**src/hw/rtl/imfc_pkg.sv**
```systemverilog
`timescale 1ns / 1ps
// ----------------------------------------------------------------------------
// imfc_pkg
// Types, constants and the byte-wide CRC step shared by the IMU frame checker.
// ----------------------------------------------------------------------------
package imfc_pkg;

  localparam int unsigned IdxBits   = 5;
  localparam int unsigned WordCount = 9;
  localparam int unsigned HeldBits  = 16 * WordCount;

  localparam logic [IdxBits-1:0] CrcBytes  = 5'd27;
  localparam logic [IdxBits-1:0] FrameLast = 5'd28;
  localparam logic [IdxBits-1:0] IdleIndex = 5'd29;
  localparam logic [IdxBits-1:0] AccFirst  = 5'd3;
  localparam logic [IdxBits-1:0] RateLast  = 5'd14;
  localparam logic [IdxBits-1:0] TiltFirst = 5'd21;
  localparam logic [IdxBits-1:0] TiltLast  = 5'd26;
  localparam logic [3:0]         TiltSlot  = 4'd6;

  localparam logic [15:0] CrcPreset = 16'hFFFF;
  localparam logic [15:0] CrcPoly   = 16'hA001;

  typedef struct packed {
    logic [7:0] rx_byte;
    logic       frame_start;
  } in_item_t;

  typedef struct packed {
    logic               crc_ok;
    logic signed [15:0] accel_x;
    logic signed [15:0] accel_y;
    logic signed [15:0] accel_z;
    logic signed [15:0] rate_x;
    logic signed [15:0] rate_y;
    logic signed [15:0] rate_z;
    logic signed [15:0] tilt_x;
    logic signed [15:0] tilt_y;
    logic signed [15:0] tilt_z;
  } out_item_t;

  // Reflected CRC-16, one byte, LSB first
  function automatic logic [15:0] crc_byte(input logic [15:0] crc_in, input logic [7:0] b);
    logic [15:0] c;
    c = crc_in ^ {8'h00, b};
    for (int k = 0; k < 8; k++) begin
      if (c[0]) begin
        c = (c >> 1) ^ CrcPoly;
      end else begin
        c = c >> 1;
      end
    end
    return c;
  endfunction

endpackage

```
**src/hw/rtl/imu_frame_crc_checker_top.sv**
```systemverilog
`timescale 1ns / 1ps
// ----------------------------------------------------------------------------
// imu_frame_crc_checker_top
// Modbus RTU 29-byte sensor reply checker with CRC-16 and held IMU words.
// ----------------------------------------------------------------------------
// Takes one byte per clock cycle with no gaps needed: the byte-wide CRC-16 step,
// the word capture and the frame position counter all update in the cycle the
// byte is transferred. Byte 28 of each frame loads the result register, which
// presents the result on the next cycle; input stalls only while that register
// holds a result the consumer has not yet taken. A start flag restarts the
// frame; bytes beyond byte 28 are dropped until the next start flag.
module imu_frame_crc_checker_top (
  input  logic                clk,
  input  logic                rst_n,
  input  logic                in_valid,
  output logic                in_ready,
  input  imfc_pkg::in_item_t  in_data,
  output logic                out_valid,
  input  logic                out_ready,
  output imfc_pkg::out_item_t out_data
);

  logic [imfc_pkg::IdxBits-1:0] idx_r, idx_nxt;
  logic [15:0]                  crc_r, crc_nxt;
  logic [7:0]                   low_r, low_nxt;
  logic [15:0]                  cap_r [imfc_pkg::WordCount];
  logic [15:0]                  held_r [imfc_pkg::WordCount];
  logic [15:0]                  held_nxt [imfc_pkg::WordCount];
  logic                         out_valid_r, out_valid_nxt;
  imfc_pkg::out_item_t          out_data_r, out_data_nxt;

  logic                         accept;
  logic [imfc_pkg::IdxBits-1:0] pos;
  logic [15:0]                  crc_base;
  logic [3:0]                   slot;
  logic                         slot_hit;
  logic                         crc_ok;
  logic                         last_byte;

  assign in_ready  = out_ready || !out_valid_r;
  assign accept    = in_valid && in_ready;
  assign out_valid = out_valid_r;
  assign out_data  = out_data_r;

  assign pos       = in_data.frame_start ? '0 : idx_r;
  assign crc_base  = in_data.frame_start ? imfc_pkg::CrcPreset : crc_r;
  assign last_byte = (pos == imfc_pkg::FrameLast);
  assign crc_ok    = (low_r == crc_base[7:0]) && (in_data.rx_byte == crc_base[15:8]);

  always_comb begin
    slot     = '0;
    slot_hit = 1'b0;
    if (pos >= imfc_pkg::AccFirst && pos <= imfc_pkg::RateLast) begin
      slot_hit = 1'b1;
      slot     = 4'((pos - imfc_pkg::AccFirst) >> 1);
    end else if (pos >= imfc_pkg::TiltFirst && pos <= imfc_pkg::TiltLast) begin
      slot_hit = 1'b1;
      slot     = 4'((pos - imfc_pkg::TiltFirst) >> 1) + imfc_pkg::TiltSlot;
    end
  end

  always_comb begin
    idx_nxt = idx_r;
    crc_nxt = crc_r;
    low_nxt = low_r;
    for (int j = 0; j < imfc_pkg::WordCount; j++) begin
      held_nxt[j] = held_r[j];
    end
    if (accept) begin
      crc_nxt = crc_base;
      if (pos > imfc_pkg::FrameLast) begin
        idx_nxt = imfc_pkg::IdleIndex;
      end else begin
        idx_nxt = pos + imfc_pkg::IdxBits'(1);
        if (pos < imfc_pkg::CrcBytes) begin
          crc_nxt = imfc_pkg::crc_byte(crc_base, in_data.rx_byte);
        end else if (pos == imfc_pkg::CrcBytes) begin
          low_nxt = in_data.rx_byte;
        end else if (crc_ok) begin
          for (int j = 0; j < imfc_pkg::WordCount; j++) begin
            held_nxt[j] = cap_r[j];
          end
        end
      end
    end
  end

  always_comb begin
    out_valid_nxt = out_valid_r && !out_ready;
    out_data_nxt  = out_data_r;
    if (accept && last_byte) begin
      out_valid_nxt        = 1'b1;
      out_data_nxt.crc_ok  = crc_ok;
      out_data_nxt.accel_x = held_nxt[0];
      out_data_nxt.accel_y = held_nxt[1];
      out_data_nxt.accel_z = held_nxt[2];
      out_data_nxt.rate_x  = held_nxt[3];
      out_data_nxt.rate_y  = held_nxt[4];
      out_data_nxt.rate_z  = held_nxt[5];
      out_data_nxt.tilt_x  = held_nxt[6];
      out_data_nxt.tilt_y  = held_nxt[7];
      out_data_nxt.tilt_z  = held_nxt[8];
    end
  end

  always_ff @(posedge clk) begin
    if (!rst_n) begin
      idx_r       <= '0;
      crc_r       <= imfc_pkg::CrcPreset;
      low_r       <= '0;
      out_valid_r <= 1'b0;
      for (int j = 0; j < imfc_pkg::WordCount; j++) begin
        held_r[j] <= '0;
      end
    end else begin
      idx_r       <= idx_nxt;
      crc_r       <= crc_nxt;
      low_r       <= low_nxt;
      out_valid_r <= out_valid_nxt;
      for (int j = 0; j < imfc_pkg::WordCount; j++) begin
        held_r[j] <= held_nxt[j];
      end
    end
  end

  always_ff @(posedge clk) begin
    out_data_r <= out_data_nxt;
    if (accept && slot_hit) begin
      if (pos[0]) begin
        cap_r[slot][15:8] <= in_data.rx_byte;
      end else begin
        cap_r[slot][7:0] <= in_data.rx_byte;
      end
    end
  end

endmodule

```
**config.mk**
```make
export PLATFORM = sky130hd
export DESIGN_NAME = imu_frame_crc_checker_top
export DESIGN_NICKNAME = d
export VERILOG_FILES = /design/src/hw/rtl/imfc_pkg.sv /design/src/hw/rtl/imu_frame_crc_checker_top.sv
export SDC_FILE = /design/constraint.sdc
export NUM_CORES = 1
export LEC_CHECK = 0
export BUFFER_PORTS_ARGS = -buffer_cell sky130_fd_sc_hd__clkbuf_2
export CORE_ASPECT_RATIO = 1.5
export CORE_MARGIN = 5
export CORE_UTILIZATION = 50
export CTS_CLUSTER_DIAMETER = 120
export DETAILED_ROUTE_END_ITERATION = 10
export PLACE_DENSITY = 0.72
export SETUP_SLACK_MARGIN = 0.15
export SLEW_MARGIN = 40
export SYNTH_ARGS = -nofsm -noshare
export SYNTH_HDL_FRONTEND = slang
export SYNTH_SLANG_ARGS = --single-unit
export TNS_END_PERCENT = 1
```
**constraint.sdc**
```tcl
create_clock -name clk -period 6 [get_ports clk]
set_input_delay 1.2 -clock clk [delete_from_list [all_inputs] [get_ports clk]]
set_output_delay 1.2 -clock clk [all_outputs]
set_load 0.01 [all_outputs]
```
==> impl_metrics.csv, run 1 <==
group,metric,value,unit
sta,finalCriticalPeriod,3.97,ns
worst_setup_path,r2r-end,"held_r[0][130]",
hold_path,hold_path_class,"reg -> reg",
final_layout,synthToLayoutAreaGrowth,15.2,%
hold_path,min_to,"out_data[133]",
route,wl_per_cell,19.4,um
global_routing,grtUsageTotal,17.3,%
synthesis,synth-seq-cells,463,
synthesis,netlist_top_cells_area,"edfxtp_1, dfxtp_1, mux2_2",
worst_setup_path,crit_type,"in -> reg",
power,p_comb_share,2.7,%
sta,clock_skew,0.0151,ns
final_layout,fin_area,19100,um2
worst_setup_path,critPathMaxStageDelay,0.54,ns
global_routing,grt_pass1_vias,8730,
worst_setup_path,path_max_fanout,93,
route,drt-total-wl,32600,um
die,die-width,159,um
final_layout,fill_cells,2512,
sta,rsz0062_at_grt,"false",
sta,drv_slew,0,
power,p_sw_share,20.0,%
worst_setup_path,worstPathCellList,"clkbuf_2 -> buf_4 -> a21oi_1 -> o22ai_1 -> nand4_1 -> nor4_4 -> buf_12 -> buf_16 -> mux2_2 -> and2_1",
global_routing,grt_max_degree,145,
route,drc,0,
worst_setup_path,rr_worst_depth,8,
cts,cts_tree,"yes",
job,cap_violations,0,
cts,clockRootBuffer,"clkbuf_16",
route,drt-initial-drc-count,499,
synthesis,yosysMostFrequentCell,"edfxtp_1",
sta,slew_headroom,43.8,%
power,clkPwrFrac,40.9,%
route,viasPerCell,5.25,
cts,clock_latency,0.54,ns
worst_setup_path,crit_required,6.43,ns
die,core,32700,um2
synthesis,synth-edff-count,289,
final_layout,drive_gt1_share,26.5,%
final_layout,seq_area,12200,um2
power,power_switching,1210,uW
sta,hold_violations,0,
synthesis,yosys.area.top_type,"edfxtp_1",
synthesis,yosysWarnings,0,
route,dr.pass1.iters,5,
global_routing,grt_antenna_before_repair,0,
cts,clk_pin_slew,0.06,ns
outcome,status,"completed",
synthesis,syn-num-nets,1085,
worst_setup_path,crit_slowest_cell,"clkbuf_2",
route,vias,8807,
place,port_buffers,159,
global_routing,grt_first_pass_wirelength,50300,um
place,place_inst,1602,
cts,hold_buffers,0,
worst_setup_path,critPathCaptureType,"flip-flop",
cts,cts.path.max_buffers,3,
place,dpl.hpwl,19500,um
power,p_leak,0.00762,uW
final_layout,layoutNonFillerInstCount,1677,
place,finalWeightedCongestion,0.816,
power,peakVddDrop,165,uV
sta,fmax,252,MHz
power,total_power,6020,uW
synthesis,synth.avg_cell_area,15.5,um2
die,die-area,37000,um2
synthesis,synth_flop_cell,"edfxtp_1",
synthesis,async_reset_ff_share,0,%
hold_path,hold_depth,1,
die,die_h,233,um
sta,worstMarginPinSlew,0.839,ns
worst_setup_path,ff2ff_setup_slack,2.58,ns
synthesis,yosys-top-cells-count,"edfxtp_1, dfxtp_1, and2_1",
power,power.density,315,nW/um2
place,dpl_cell_area,17800,um2
cts,cts.sinks,463,
worst_setup_path,arrival,4.40,ns
synthesis,synth_cells,1071,
synthesis,netlist.area_leader.share,52.3,%
final_layout,multi_input_area,4160,um2
synthesis,synth_area,16600,um2
synthesis,netlist-cell-type-count,48,
final_layout,fin_nets,1244,
synthesis,seq_area_frac_synth,73.3,%
global_routing,grt_overflow,0,
power,intPower,4820,uW
final_layout,fin_util,58.4,%
die,initial_utilization,50.7,%
die,rows,81,
hold_path,hold_path.startpoint,"held_r[0][5]",
cts,cts_buffers,40,
cts,post_cts_buffers,0,
worst_setup_path,start_kind,"primary input",
worst_setup_path,reg2reg_from,"out_valid",
route,ant_nets,0,
power,p_seq_share,56.3,%
sta,final-setup-viol-count,0,
cts,h-tree-depth,2,
die,num_io_pins,160,
sta,fin_crit_sh,66.2,%
sta,tns,0,ns
final_layout,antenna_cells,0,
cts,post_cts_resized,0,
-- layout by cell type (no fill, tap or decap), types with 19 or more instances in the layout --
master and instances:
mux2_2 85, clkbuf_2 158, xnor2_1 34, and2_1 147, nor3_1 19, nand2_1 28
a21oi_1 25, clkbuf_16 41, edfxtp_1 289, mux2_1 60, dfxtp_1 174, nor2_1 38
-- layout make-up --
cell class | count | area share [%]
inverter | 5 | 0.138
tap | 415 | 2.72
sequential | 463 | 63.7
multi-input combinational | 543 | 21.8
clock buffer | 60 | 6.06
timing repair buffer | 177 | 5.12
clock inverter | 14 | 0.550
-- worst max-delay path: cells and delay by family --
family	cells	cell delay (ns)
AND/OR/NAND/NOR	3	0.72
buffers and inverters	4	1.63
AO/OA/AOI/OAI	2	0.27
multiplexers	1	0.41
-- through the flow --
stage / worst slack [ns] / hold WS [ns]
floorplan: 0.729 / 0.492
global placement: 1.63 / 0.511
detailed placement: 1.61 / 0.515
CTS: 2.18 / 0.532
global route: 1.87 / 0.549
finish: 2.03 / 0.531
-- power by group through the flow --
stage / Combinational [uW] / Sequential [uW] / Clock (uW)
3_3_place_gp: 165 / 3460 / 0
5_1_grt: 182 / 3390 / 2660
3_5_place_dp: 168 / 3460 / 0
4_1_cts: 168 / 3390 / 2530
2_1_floorplan: 116 / 3450 / 0
6_report: 166 / 3390 / 2460
-- metal layers --
layer | GRT usage, % | vias up | share of wire [%]
met5 | 0 | - | 0
met4 | 5.49 | 0 | 2.3
met3 | 2.99 | 43 | 3.4
met2 | 31.3 | 158 | 54
met1 | 21.0 | 4453 | 40
li1 | - | 4153 | -
-- cell families after synthesis --
group	count (synthesis)	synth area share, %
AND/OR/NAND/NOR	273	9.34
flip-flops	463	73.3
XOR/XNOR	43	2.35
multiplexers	154	10.4
adder cells (fa/ha/maj)	2	0.136
AO/OA/AOI/OAI	71	2.63
buffers and inverters	65	1.82
-- how the worst max path moves through the flow --
stage / start / end / slack (ns) / cells after the start
after detailed placement: in_data[4] / held_r[0][135] / 1.61 / 9
after global placement: in_data[4] / held_r[0][135] / 1.63 / 9
final: in_data[0] / held_r[0][130] / 2.03 / 10
after CTS: in_data[4] / held_r[0][80] / 2.18 / 9
after global routing: in_data[0] / held_r[0][42] / 1.87 / 9
after floorplan: in_data[0] / out_data[0] / 0.73 / 5
-- registers in the layout, indices dropped and copies added (netlist names) --
| signal | cells |
|---|---|
| cap_r | 144 |
| out_data | 145 |
| idx_r | 5 |
| held_r | 144 |
| low_r | 8 |
| crc_r | 16 |
| out_valid | 1 |
(Power assumes the default switching activity.)
==> run 2: changes to the inputs <==
==> constraint.sdc (replaced) <==
create_clock -name clk -period 4.1 [get_ports clk]
set_input_delay 0.82 -clock clk [delete_from_list [all_inputs] [get_ports clk]]
set_output_delay 0.82 -clock clk [all_outputs]
set_load 0.01 [all_outputs]
==> impl_metrics.csv, run 2 (same netlist as run 1, synthesis figures left out) <==
group,metric,value,unit
worst_setup_path,critPathCaptureType,"flip-flop",
global_routing,grt_antenna_before_repair,0,
final_layout,fin_area,19400,um2
final_layout,final_common_cell,"edfxtp_1",
worst_setup_path,path_max_fanout,71,
global_routing,grt_overflow,0,
route,vias,8926,
cts,hold_buffers,0,
outcome,status,"completed",
route,wl_per_cell,19.9,um
sta,worstMarginPinSlew,0.721,ns
sta,slew_headroom,52.0,%
die,core,32700,um2
cts,post_cts_buffers,0,
place,port_buffers,159,
power,intPower,7340,uW
route,viasPerCell,5.25,
worst_setup_path,crit_required,4.52,ns
final_layout,fin_nets,1265,
worst_setup_path,crit_type,"in -> reg",
place,finalWeightedCongestion,0.812,
worst_setup_path,arrival,3.55,ns
power,p_seq_share,54.2,%
job,cap_violations,0,
cts,h-tree-depth,2,
global_routing,grt_pass1_vias,9002,
route,drc,0,
power,p_leak,0.00780,uW
sta,drv_slew,0,
power,clkPwrFrac,43.0,%
cts,clockRootBuffer,"clkbuf_16",
sta,final-setup-viol-count,0,
place,place_inst,1623,
sta,finalCriticalPeriod,3.13,ns
sta,tns,0,ns
cts,clock_latency,0.54,ns
final_layout,synthToLayoutAreaGrowth,17.1,%
power,power_switching,1810,uW
cts,post_cts_resized,0,
global_routing,grt_first_pass_wirelength,52300,um
route,drt-initial-drc-count,445,
die,die-width,159,um
cts,cts_buffers,41,
die,die-area,37000,um2
cts,cts.path.max_buffers,3,
place,dpl.hpwl,20700,um
final_layout,drive_gt1_share,28.0,%
die,num_io_pins,160,
worst_setup_path,start_kind,"primary input",
sta,hold_violations,0,
global_routing,grtUsageTotal,18.1,%
sta,clock_skew,0.0216,ns
cts,cts.sinks,463,
final_layout,largest_register_ffs,145,
route,dr.pass1.iters,4,
final_layout,final_cell_mix,"edfxtp_1, dfxtp_1, clkbuf_2",
global_routing,grt_max_degree,123,
cts,cts_tree,"yes",
die,initial_utilization,50.7,%
sta,fmax,319,MHz
final_layout,fill_cells,2517,
power,p_sw_share,19.8,%
final_layout,layoutNonFillerInstCount,1699,
die,die_h,233,um
die,rows,81,
power,peakVddDrop,268,uV
hold_path,hold_path_class,"reg -> reg",
sta,fin_crit_sh,76.4,%
place,dpl_cell_area,18000,um2
final_layout,antenna_cells,0,
sta,rsz0062_at_grt,"false",
cts,clk_pin_slew,0.06,ns
power,p_comb_share,2.8,%
power,power.density,472,nW/um2
route,drt-total-wl,33900,um
route,ant_nets,0,
==> run 2: cell count changes in the layout (fill, tap and decap cells not counted), sizes merged <==
cell and delta:
clkinv +1, inv -2, bufinv +2, buf +20, clkinvlp +1
==> run 2: per-layer routing <==
layer / track usage, % / routed length [um] / up-vias
li1: - / - / 4201
met1: 22.0 / 13600 / 4460
met2: 32.8 / 18100 / 204
met3: 2.99 / 1430 / 61
met4: 5.81 / 774 / 0
met5: 0 / 0 / -
==> run 2: power by group through the flow <==
stage                     clock network [uW]  logic [uW]  registers, uW
after global placement                     0         250           5070
after detailed placement                   0         258           5070
after floorplan                            0         171           5050
after global routing                    4220         278           4970
final                                   3940         257           4970
after CTS                               4010         260           4960
==> run 2: worst paths after layout <==
path	from	endpoint	slack (ns)	cells after the start
min	held_r[0][53]	out_data[85]	0.53	1
min reg2reg	held_r[0][53]	out_data[85]	0.53	1
max	in_data[0]	held_r[0][137]	0.97	8
max reg2reg	idx_r[0]	cap_r[0][5]	1.12	11
==> run 2: layout make-up <==
class	count	area, um2	area share, %
clock inverters	16	173	0.889
well taps	415	519	2.67
clock buffers	60	1250	6.44
flip-flops and latches	463	12200	62.6
inverters	5	22.5	0.116
repair buffers	197	1150	5.90
multi-input cells	543	4140	21.3
==> run 2: critical path: stages <==
cell and delay (ns):
clkbuf_2 0.41, nor2b_1 0.43, and3_1 0.27, nand3_2 0.20
nor4_4 0.35, buf_12 0.35, mux2_2 0.41, and2_1 0.15
==> run 2: metrics by stage <==
stage	utilization, %	hold slack (ns)	setup WS, ns	power [uW]
global route	59.3	0.545	0.818	9460
detailed placement	55.0	0.516	0.463	5320
finish	59.3	0.529	0.967	9160
global placement	55.0	0.509	0.529	5320
CTS	59.3	0.532	1.02	9240
floorplan	-	0.492	0.126	5220
